--- src/hdl/fpcc_pkg.sv ---
// ----------------------------------------------------------------------------
// fpcc_pkg
// Command codes, button codes and helpers shared by the console controller.
// ----------------------------------------------------------------------------
package fpcc_pkg;

  localparam int unsigned MEM_WORDS_BITS = 28;
  localparam logic [MEM_WORDS_BITS-1:0] MEM_WORDS_RESET = 28'h800_0000;

  typedef enum logic [3:0] {
    CMD_NONE     = 4'd0,
    CMD_MEMREAD  = 4'd1,
    CMD_MEMWRITE = 4'd2,
    CMD_ACCREAD  = 4'd3,
    CMD_ACCWRITE = 4'd4,
    CMD_CTRREAD  = 4'd5,
    CMD_CTRWRITE = 4'd6,
    CMD_RUN      = 4'd7,
    CMD_HALT     = 4'd8,
    CMD_STEP     = 4'd9,
    CMD_SETPC    = 4'd10
  } cmd_t;

  localparam logic KIND_PRESS = 1'b0;
  localparam logic KIND_READ  = 1'b1;

  localparam logic       REG_PANEL_LOCK   = 1'b0;
  localparam logic       REG_MEMORY_WORDS = 1'b1;

  localparam logic [4:0] BTN_DIGIT_LAST = 5'd7;
  localparam logic [4:0] BTN_ADDR       = 5'd8;
  localparam logic [4:0] BTN_CLR        = 5'd9;
  localparam logic [4:0] BTN_LOAD       = 5'd10;
  localparam logic [4:0] BTN_LOAD_INC   = 5'd11;
  localparam logic [4:0] BTN_STORE      = 5'd12;
  localparam logic [4:0] BTN_STORE_INC  = 5'd13;
  localparam logic [4:0] BTN_LDAC       = 5'd14;
  localparam logic [4:0] BTN_STAC       = 5'd15;
  localparam logic [4:0] BTN_LDCT       = 5'd16;
  localparam logic [4:0] BTN_STCT       = 5'd17;
  localparam logic [4:0] BTN_RUN        = 5'd18;
  localparam logic [4:0] BTN_HALT       = 5'd19;
  localparam logic [4:0] BTN_STEP       = 5'd20;
  localparam logic [4:0] BTN_SETPC      = 5'd21;

  typedef struct packed {
    logic                      lock;
    logic [MEM_WORDS_BITS-1:0] memory_words;
  } cfg_t;

  // remainder of a 32-bit value by a small constant modulus (2 to 16)
  function automatic logic [3:0] index_residue(input logic [31:0] value,
                                               input int unsigned modulus);
    int unsigned weight;
    logic [9:0]  sum;
    if ((modulus & (modulus - 1)) == 0) begin
      return value[3:0] & 4'(modulus - 1);
    end
    weight = 1;
    sum    = '0;
    for (int i = 0; i < 32; i++) begin
      if (value[i]) begin
        sum = sum + 10'(weight);
      end
      weight = weight * 2;
      if (weight >= modulus) begin
        weight = weight - modulus;
      end
    end
    for (int k = 8; k >= 0; k--) begin
      if ((modulus << k) < 512 && 32'(sum) >= (modulus << k)) begin
        sum = sum - 10'(modulus << k);
      end
    end
    return sum[3:0];
  endfunction

endpackage

--- src/hdl/fpcc_decode.sv ---
// ----------------------------------------------------------------------------
// fpcc_decode
// Button and read-return decode: next register values and the command.
// ----------------------------------------------------------------------------
module fpcc_decode import fpcc_pkg::*; #(
  parameter int unsigned ADDRESS_BITS = 27,
  parameter int unsigned DATA_BITS    = 36,
  parameter int unsigned ACCUMULATORS = 16,
  parameter int unsigned COUNTERS     = 8
) (
  input  logic                    kind,
  input  logic [4:0]              button,
  input  logic [DATA_BITS-1:0]    read_data,
  input  logic                    cpu_running,
  input  logic                    cpu_halted,
  input  cfg_t                    cfg,
  input  logic [ADDRESS_BITS-1:0] address,
  input  logic [DATA_BITS-1:0]    data,
  output logic [ADDRESS_BITS-1:0] address_next,
  output logic [DATA_BITS-1:0]    data_next,
  output cmd_t                    command,
  output logic [ADDRESS_BITS-1:0] target,
  output logic [DATA_BITS-1:0]    write_value
);

  localparam int unsigned WIDE_BITS = (ADDRESS_BITS > DATA_BITS) ? ADDRESS_BITS : DATA_BITS;
  localparam int unsigned CMP_BITS  =
    (ADDRESS_BITS > MEM_WORDS_BITS) ? ADDRESS_BITS : MEM_WORDS_BITS;

  logic [WIDE_BITS-1:0]    data_wide;
  logic [DATA_BITS-1:0]    data_shift;
  logic [ADDRESS_BITS-1:0] step_address;
  logic                    step_in_memory;
  logic [ADDRESS_BITS-1:0] acc_index;
  logic [ADDRESS_BITS-1:0] ctr_index;

  assign data_wide  = WIDE_BITS'(data);
  assign data_shift = {data[DATA_BITS-4:0], button[2:0]};

  assign step_address = (button == BTN_LOAD_INC || button == BTN_STORE_INC) ?
                        address + ADDRESS_BITS'(1) : address;
  assign step_in_memory = CMP_BITS'(step_address) < CMP_BITS'(cfg.memory_words);

  assign acc_index = ADDRESS_BITS'(index_residue(32'(address), ACCUMULATORS));
  assign ctr_index = ADDRESS_BITS'(index_residue(32'(address), COUNTERS));

  always_comb begin
    address_next = address;
    data_next    = data;
    command      = CMD_NONE;
    target       = '0;
    write_value  = '0;
    priority if (kind == KIND_READ) begin
      data_next = read_data;
    end else if (button <= BTN_DIGIT_LAST) begin
      data_next = data_shift;
    end else begin
      unique case (button)
        BTN_ADDR: begin
          address_next = data_wide[ADDRESS_BITS-1:0];
        end
        BTN_CLR: begin
          data_next = '0;
        end
        BTN_LOAD, BTN_LOAD_INC: begin
          address_next = step_address;
          if (step_in_memory) begin
            command = CMD_MEMREAD;
            target  = step_address;
          end
        end
        BTN_STORE, BTN_STORE_INC: begin
          if (!cfg.lock) begin
            address_next = step_address;
            if (step_in_memory) begin
              command     = CMD_MEMWRITE;
              target      = step_address;
              write_value = data;
            end
          end
        end
        BTN_LDAC: begin
          command = CMD_ACCREAD;
          target  = acc_index;
        end
        BTN_STAC: begin
          if (!cfg.lock) begin
            command     = CMD_ACCWRITE;
            target      = acc_index;
            write_value = data;
          end
        end
        BTN_LDCT: begin
          command = CMD_CTRREAD;
          target  = ctr_index;
        end
        BTN_STCT: begin
          if (!cfg.lock) begin
            command     = CMD_CTRWRITE;
            target      = ctr_index;
            write_value = data;
          end
        end
        BTN_RUN: begin
          if (!cfg.lock && !cpu_running) begin
            command = CMD_RUN;
          end
        end
        BTN_HALT: begin
          if (!cfg.lock && cpu_running) begin
            command = CMD_HALT;
          end
        end
        BTN_STEP: begin
          if (!cfg.lock && cpu_halted) begin
            command = CMD_STEP;
          end
        end
        BTN_SETPC: begin
          if (!cfg.lock) begin
            command = CMD_SETPC;
            target  = address;
          end
        end
        default: begin
        end
      endcase
    end
  end

endmodule

--- src/hdl/front_panel_console_controller.sv ---
// ----------------------------------------------------------------------------
// front_panel_console_controller
// Operator console: address and data registers, button decode, commands.
// ----------------------------------------------------------------------------
// Takes one beat per clock while in_stall is low and returns exactly one
// result beat for each; a beat passes an input register and then the result
// register. The address and data registers are updated as a beat moves into
// the result register, so back-to-back presses see each other's effect. A
// stalled result holds the input register, and only then is the input side
// stalled.
module front_panel_console_controller import fpcc_pkg::*; #(
  parameter int unsigned ADDRESS_BITS = 27,
  parameter int unsigned DATA_BITS    = 36,
  parameter int unsigned ACCUMULATORS = 16,
  parameter int unsigned COUNTERS     = 8
) (
  input  logic                      clk,
  input  logic                      rst,
  input  logic                      cfg_write,
  input  logic                      cfg_index,
  input  logic [MEM_WORDS_BITS-1:0] cfg_data,
  input  logic                      in_valid,
  output logic                      in_stall,
  input  logic                      kind,
  input  logic [4:0]                button,
  input  logic [DATA_BITS-1:0]      read_data,
  input  logic                      cpu_running,
  input  logic                      cpu_halted,
  output logic                      out_valid,
  input  logic                      out_stall,
  output cmd_t                      command,
  output logic [ADDRESS_BITS-1:0]   target,
  output logic [DATA_BITS-1:0]      write_value,
  output logic [ADDRESS_BITS-1:0]   address_shown,
  output logic [DATA_BITS-1:0]      data_shown
);

  cfg_t                    cfg;
  logic [ADDRESS_BITS-1:0] address_register;
  logic [DATA_BITS-1:0]    data_register;

  logic                    s1_valid;
  logic                    s1_kind;
  logic [4:0]              s1_button;
  logic [DATA_BITS-1:0]    s1_read_data;
  logic                    s1_running;
  logic                    s1_halted;

  logic                    take;
  logic                    advance;
  logic [ADDRESS_BITS-1:0] address_next;
  logic [DATA_BITS-1:0]    data_next;
  cmd_t                    command_next;
  logic [ADDRESS_BITS-1:0] target_next;
  logic [DATA_BITS-1:0]    write_value_next;

  assign advance  = s1_valid && (!out_valid || !out_stall);
  assign in_stall = s1_valid && out_valid && out_stall;
  assign take     = in_valid && !in_stall;

  always_ff @(posedge clk) begin
    if (rst) begin
      cfg.lock         <= 1'b0;
      cfg.memory_words <= MEM_WORDS_RESET;
    end else if (cfg_write) begin
      unique case (cfg_index)
        REG_PANEL_LOCK:   cfg.lock         <= cfg_data[0];
        REG_MEMORY_WORDS: cfg.memory_words <= cfg_data;
        default: begin
        end
      endcase
    end
  end

  // input register
  always_ff @(posedge clk) begin
    if (rst) begin
      s1_valid <= 1'b0;
    end else if (take) begin
      s1_valid <= 1'b1;
    end else if (advance) begin
      s1_valid <= 1'b0;
    end
  end

  always_ff @(posedge clk) begin
    if (take) begin
      s1_kind      <= kind;
      s1_button    <= button;
      s1_read_data <= read_data;
      s1_running   <= cpu_running;
      s1_halted    <= cpu_halted;
    end
  end

  fpcc_decode #(
    .ADDRESS_BITS (ADDRESS_BITS),
    .DATA_BITS    (DATA_BITS),
    .ACCUMULATORS (ACCUMULATORS),
    .COUNTERS     (COUNTERS)
  ) u_decode (
    .kind         (s1_kind),
    .button       (s1_button),
    .read_data    (s1_read_data),
    .cpu_running  (s1_running),
    .cpu_halted   (s1_halted),
    .cfg          (cfg),
    .address      (address_register),
    .data         (data_register),
    .address_next (address_next),
    .data_next    (data_next),
    .command      (command_next),
    .target       (target_next),
    .write_value  (write_value_next)
  );

  // console registers and result register
  always_ff @(posedge clk) begin
    if (rst) begin
      address_register <= '0;
      data_register    <= '0;
      out_valid        <= 1'b0;
    end else begin
      if (advance) begin
        address_register <= address_next;
        data_register    <= data_next;
        out_valid        <= 1'b1;
      end else if (!out_stall) begin
        out_valid        <= 1'b0;
      end
    end
  end

  always_ff @(posedge clk) begin
    if (advance) begin
      command       <= command_next;
      target        <= target_next;
      write_value   <= write_value_next;
      address_shown <= address_next;
      data_shown    <= data_next;
    end
  end

  a_none_is_empty: assert property (@(posedge clk) disable iff (rst)
    out_valid && command == CMD_NONE |-> target == '0 && write_value == '0)
    else $error("beat without command carries target or value");

  a_read_no_value: assert property (@(posedge clk) disable iff (rst)
    out_valid && (command == CMD_MEMREAD || command == CMD_ACCREAD ||
                  command == CMD_CTRREAD) |-> write_value == '0)
    else $error("read command carries a write value");

  a_acc_index: assert property (@(posedge clk) disable iff (rst)
    out_valid && (command == CMD_ACCREAD || command == CMD_ACCWRITE) |->
      32'(target) < ACCUMULATORS)
    else $error("accumulator index out of range");

  a_ctr_index: assert property (@(posedge clk) disable iff (rst)
    out_valid && (command == CMD_CTRREAD || command == CMD_CTRWRITE) |->
      32'(target) < COUNTERS)
    else $error("counter index out of range");

endmodule
--- config.mk ---
export PLATFORM = sky130hd
export DESIGN_NAME = front_panel_console_controller
export DESIGN_NICKNAME = d
export VERILOG_FILES = /design/src/hdl/fpcc_pkg.sv /design/src/hdl/fpcc_decode.sv /design/src/hdl/front_panel_console_controller.sv
export SDC_FILE = /design/constraint.sdc
export NUM_CORES = 1
export LEC_CHECK = 0
export BUFFER_PORTS_ARGS = -buffer_cell sky130_fd_sc_hd__clkbuf_2
export CORE_MARGIN = 5
export CORE_UTILIZATION = 50
export CTS_BUF_LIST = sky130_fd_sc_hd__clkbuf_8
export DETAILED_ROUTE_END_ITERATION = 6
export PLACE_DENSITY = 0.72
export SLEW_MARGIN = 25
export SYNTH_ARGS = -nofsm -noshare
export SYNTH_HDL_FRONTEND = slang
export SYNTH_SLANG_ARGS = --single-unit
--- constraint.sdc ---
create_clock -name clk -period 11.1 [get_ports clk]
set_input_delay 1.11 -clock clk [delete_from_list [all_inputs] [get_ports clk]]
set_output_delay 1.11 -clock clk [all_outputs]
set_load 0.01 [all_outputs]
After elaboration in Yosys (flattened, before gate mapping)
Index checks and enable logic that the tools add are counted.
Storage, ports and cells
  bits in registers: 268
  input bits: 78
  output and inout port bits: 132
  word-level logic and storage cells: 88
Operators by class
  add/sub/neg operators: 1
  magnitude comparators: 2
  equality and inequality tests: 15
  mux-type cells: 32
  bitwise logic cells: 1
  reductions and logical operators: 21
Operator list (count)
  2-to-1 mux 36 bit: 6
  2-to-1 mux 27 bit: 7
  case mux 27 bit (7 select lines): 1
  case mux 27 bit (3 select lines): 1
  case mux 36 bit (2 select lines): 1
  == test 5 x 4 -> 1 bit, second input constant: 8
  case mux 4 bit (10 select lines): 1
  == test 5 bit, second input constant: 6
  < comparator 27 x 28 -> 1 bit: 1
  adder 27 x 1 -> 27 bit, second input constant: 1
  2-to-1 mux 4 bit: 4
  2-to-1 mux 3 bit: 4
  OR reduction 2 bit: 4
  logical AND 1 bit: 7
  <= comparator 5 x 3 -> 1 bit, second input constant: 1
  logical NOT 1 bit: 5
  2-to-1 mux 1 bit: 5
  2-to-1 mux 2 bit: 2
  AND reduction 2 bit: 2
  logical OR 1 bit: 2
  inequality test 2 x 1 -> 1 bit, second input constant: 1
  nonzero test 2 bit: 1
  inverter 1 bit: 1

Longest topological paths before layout
  word-level depth: 7
  mapped depth: 15
  gate-level depth less buffers: 13

By module
From an unflattened synthesis, not the netlist that was laid out.
Second synthesis, totals
  cell total of the unflattened synthesis: 1173
  area total of the unflattened synthesis: 12152.9 sq um
Modules (own cells, without submodules)
  front_panel_console_controller: instances 1, cells an instance 582, area an instance 8500.7 sq um, seq. area each 7106.8 sq um
  fpcc_decode: instances 1, cells an instance 591, area an instance 3652.3 sq um, seq. area each 0.0 sq um

Least setup slack after synthesis
No wires, ideal clock.
  path kind: input port to flip-flop
  start: input port out_stall
  end: register address_register[11]
  library setup time: 366 ps
  arrival time: 5514 ps
  data required time: 10734 ps
  setup slack: 5220 ps
  cell stages on the path: 5
  path buffers: 1
  cells stage by stage: nand2_1 > nand2_1 > inv_2 > clkbuf_1 > a41oi_1
Between the ends
  cells in the longest elaborated chain, start to end: 3
RTL lines
  from (decl): line front_panel_console_controller.sv:30  | input logic out_stall,
  logical NOT 1 bit
  logical OR 1 bit: line front_panel_console_controller.sv:57  | assign advance = s1_valid && (!out_valid || !out_stall);
  logical AND 1 bit: line front_panel_console_controller.sv:57
  via advance: line front_panel_console_controller.sv:50  | logic advance;
  to (signal assigned): line front_panel_console_controller.sv:125  | address_register <= address_next;
  to (decl): line front_panel_console_controller.sv:39  | logic [ADDRESS_BITS-1:0] address_register;
The timed path passes the listed nets, and every way through them passes these cells.
A chain may end at the register's enable or synchronous reset.

Worst setup path after layout
  start: register s1_button[1]
  end: register write_value[5], data pin
Between the ends
  cells in the longest elaborated chain, start to end: 7
  elaborated cells on any way between the ends: 15
  classes of those cells: order compare: 2; eq/ne: 5; mux: 4; reduce/logical: 4
RTL lines
  from (decl): line front_panel_console_controller.sv:44  | logic [4:0] s1_button;
  from (signal assigned): line front_panel_console_controller.sv:89  | s1_button <= button;
  == test 5 x 4 -> 1 bit (on tied branches): line fpcc_decode.sv:40, fpcc_decode.sv:58
  logical OR 1 bit: line fpcc_decode.sv:40  | assign step_address = (button == BTN_LOAD_INC || button == BTN_STORE_INC) ?
  2-to-1 mux 27 bit: line fpcc_decode.sv:40
  < comparator 27 x 28 -> 1 bit: line fpcc_decode.sv:42  | assign step_in_memory = CMP_BITS'(step_address) < CMP_BITS'(cfg.memory_words);
  2-to-1 mux 36 bit: line fpcc_decode.sv:75  | if (step_in_memory) begin
  2-to-1 mux 36 bit: line fpcc_decode.sv:73  | if (!cfg.lock) begin
  case mux 36 bit (2 select lines): line fpcc_decode.sv:58  | unique case (button)
  to (signal assigned): line front_panel_console_controller.sv:138  | write_value <= write_value_next;
  to (decl): line front_panel_console_controller.sv:33  | output logic [DATA_BITS-1:0] write_value,
Several ways; a longest one is shown, not always the timed one.

==> results_dict.tcl <==
set metrics [dict create \
    status "finished, violations left" \
    violations "DRC" \
    dieArea_um2 27600 \
    postCtsSetupRepairBufs 0 \
    drive_above_1_share 0.221 \
    hpwlAfterDp_um 22300 \
    hold_viol 0 \
    fin_crit_ps 5100 \
    cpPeakStageDelay_ps 810 \
    netlist_instances 1132 \
    drt-total-wl_um 32700 \
    nets 1421 \
    numCtsBuffers 44 \
    fin_hold_ws_ps 452 \
    maxSlewViolCount 0 \
    ys_seq_area_frac 0.582 \
    rsz0062_at_grt "no" \
    syn-num-nets 1237 \
    crit_path_end_kind "register" \
    holdCritStartpoint "cfg[3]" \
    worstPathArrival_ps 5390 \
    drcViolationCount 7 \
    rr_worst_depth 13 \
    layout_common_cells "clkbuf_2, edfxtp_1, nand2_1" \
    clock_skew_ps 25.7 \
    clk_pin_slew_ps 60 \
    worstPathRequired_ps 11390 \
    drt_iter0_markers 908 \
    synth.avg_cell_area_um2 10.8 \
    rr_startpoint "s1_button[1]" \
    antenna_found_initial 1 \
    nFillCells 2001 \
    drtAntennaViolNets 0 \
    p_leak_nw 5.72 \
    dp.cells 1594 \
    syn2layout_area_growth_pct 17.2 \
    core_um2 24200 \
    min_path_type "register to register" \
    io_buffers 209 \
    ys_ff_latch 268 \
    root_buffer "clkbuf_8" \
    grt-ovfl-total 0 \
    vdd_ir_drop_max_mv 0.102 \
    grt_pass1_vias 9556 \
    placed_area_um2 13500 \
    tightest_slew_ps 1040 \
    worstPathCellList "xnor2_4 -> or4_1 -> nor3b_1 -> nand2b_1 -> nand2_1 -> ha_1 -> nand4_1 -> or4_1 -> a31oi_2 -> buf_4 -> o31ai_4 -> buf_4 -> and2_1" \
    synth_edf_count 174 \
    grt_usage 0.230 \
    finalSetupViolations 0 \
    fin_util 0.592 \
    die_x_um 166 \
    multiInputGateArea_um2 4510 \
    drv_cap 0 \
    avgViaCountPerCell 5.78 \
    finalSetupTns_ps 0 \
    slowest_stage "edfxtp_1" \
    synth-main-ff-cell "edfxtp_1" \
    rows 57 \
    wl_per_cell_um 19.5 \
    syn-cell-area_um2 12200 \
    start_kind "register" \
    crit_buf_inv 2 \
    clock.fmax_ghz 0.196 \
    clk_latency_ps 560 \
    cts_tree "done" \
    n_antenna_cell 0 \
    final_common_cell "clkbuf_2" \
    first_pass_iters 7 \
    reg2reg_to "write_value[5]" \
    cts_resized 0 \
    grt_pass1_wl_um 51900 \
    synth_cell_types 69 \
    criticalPathCategory "register to register" \
    final_cells 1676 \
    h-tree-depth 2 \
    ctsHoldBuffers 0 \
    crit_family "simple AND/OR/NAND/NOR gates" \
    cp_max_fo 36 \
    max_slew_margin 0.309 \
    synthArstFlopShare 0 \
    clkSinkCount 268 \
    place_congestion 0.902 \
    p_per_area_nw_per_um2 152 \
    register_area_um2 7110 \
    clockBufferDepth 3 \
    hold_depth 2 \
    reg2reg_slack_ps 6000 \
    fp.dieH_um 166 \
    initial_utilization 0.505 \
    yosysWarningCount 0 \
    grt_max_degree 136 \
    finalCritPeriodShare 0.460 \
    holdPathEnd "cfg[3]" \
    via_count 9688 \
    top_level_ports 210 \
    postLayoutCellArea_um2 14300 \
]
==> worst min-delay path: stages, from the launching register on <==
cell and delay [ps]:
dfxtp_1 310, nand2_1 50, a21oi_1 50
==> sequential cells by signal, indices dropped and copies added (netlist names) <==
register,cells
cfg,29
s1_kind,1
write_value,36
s1_running,1
s1_halted,1
address_register,27
s1_button,5
out_valid,1
s1_valid,1
target,27
data_shown,36
address_shown,27
s1_read_data,36
command,4
data_register,36
==> Yosys cell counts, drive strengths merged, types with 6 or more instances <==
library cell  instances  share of area
xor2                  8         0.0057
a211oi               63          0.039
and2                 39          0.020
xnor2                12          0.010
nor3                 23         0.0094
o21a                 10         0.0061
ha                   27          0.028
nand3                21         0.0086
o21ai                24          0.010
dfxtp                94           0.15
nand2               120          0.037
a221o                 7         0.0057
a22o                 16          0.011
nand2b                8         0.0041
nor4                  7         0.0041
nor2b                 8         0.0041
a21o                 14         0.0086
buf                  15         0.0066
a222oi               44          0.036
clkbuf               67          0.021
inv                  80          0.025
nand4                16         0.0082
nor2                 90          0.028
o31ai                 7         0.0047
a21oi                55          0.023
edfxtp              174           0.43
a221oi                6         0.0043
a22oi                 8         0.0049
or3                   8         0.0045
==> cells by family (layout without fill, tap and decap cells) <==
kind of cell               after synthesis  count (layout)  share of synthesized area
adders and majority gates               27              27                     0.0277
muxes                                    3               3                    0.00256
AOI/OAI and AO/OA                      279             279                      0.170
DFF                                    268             268                      0.582
buffers and inverters                  162             382                     0.0517
and+or+nand+nor                        373             373                      0.150
xor gates and xnor gates                20              20                     0.0159
==> how the worst max path moves through the flow <==
stage | cells after the start | startpoint | end
after detailed placement | 13 | s1_button[1] | write_value[5]
after floorplan | 5 | out_stall | address_register[11]
after CTS | 13 | s1_button[1] | write_value[5]
final | 13 | s1_button[1] | write_value[5]
after global placement | 12 | s1_button[1] | write_value[26]
after global routing | 11 | s1_button[1] | target[1]
==> report_power, final <==
part	total, W	switching [W]	leakage [nW]	internal, W
registers	0.00116	0.0000425	2.42	0.00112
logic	0.000196	0.000122	2.77	0.0000739
clock network	0.000826	0.000387	0.527	0.000439
total	0.00218	0.000552	5.72	0.00163
==> metal layers <==
metal  wire length (µm)  vias to the layer above  GRT usage  share of wire
li1                   -                     4601          -              -
met1              13100                     4593      0.296           0.40
met2              16100                      418      0.393           0.49
met3               2450                       74     0.0426          0.075
met4               1010                        2     0.0808          0.031
met5                 13                        -          0        0.00040
==> per-stage QoR <==
| stage | setup slack [ps] | power, W |
|---|---|---|
| detailed placement | 6020 | 0.00138 |
| global placement | 5950 | 0.00137 |
| CTS | 6020 | 0.00220 |
| global route | 5680 | 0.00228 |
| finish | 6000 | 0.00218 |
| floorplan | 5220 | 0.00130 |
==> cell type report <==
type,instances,share of cell area
timing repair buffer,220,0.0793
inverter,80,0.0215
tap,324,0.0283
sequential,268,0.496
clock buffer,50,0.0481
clock inverter,32,0.0116
multi-input combinational,702,0.315
Power figures use the tool's default switching activity.
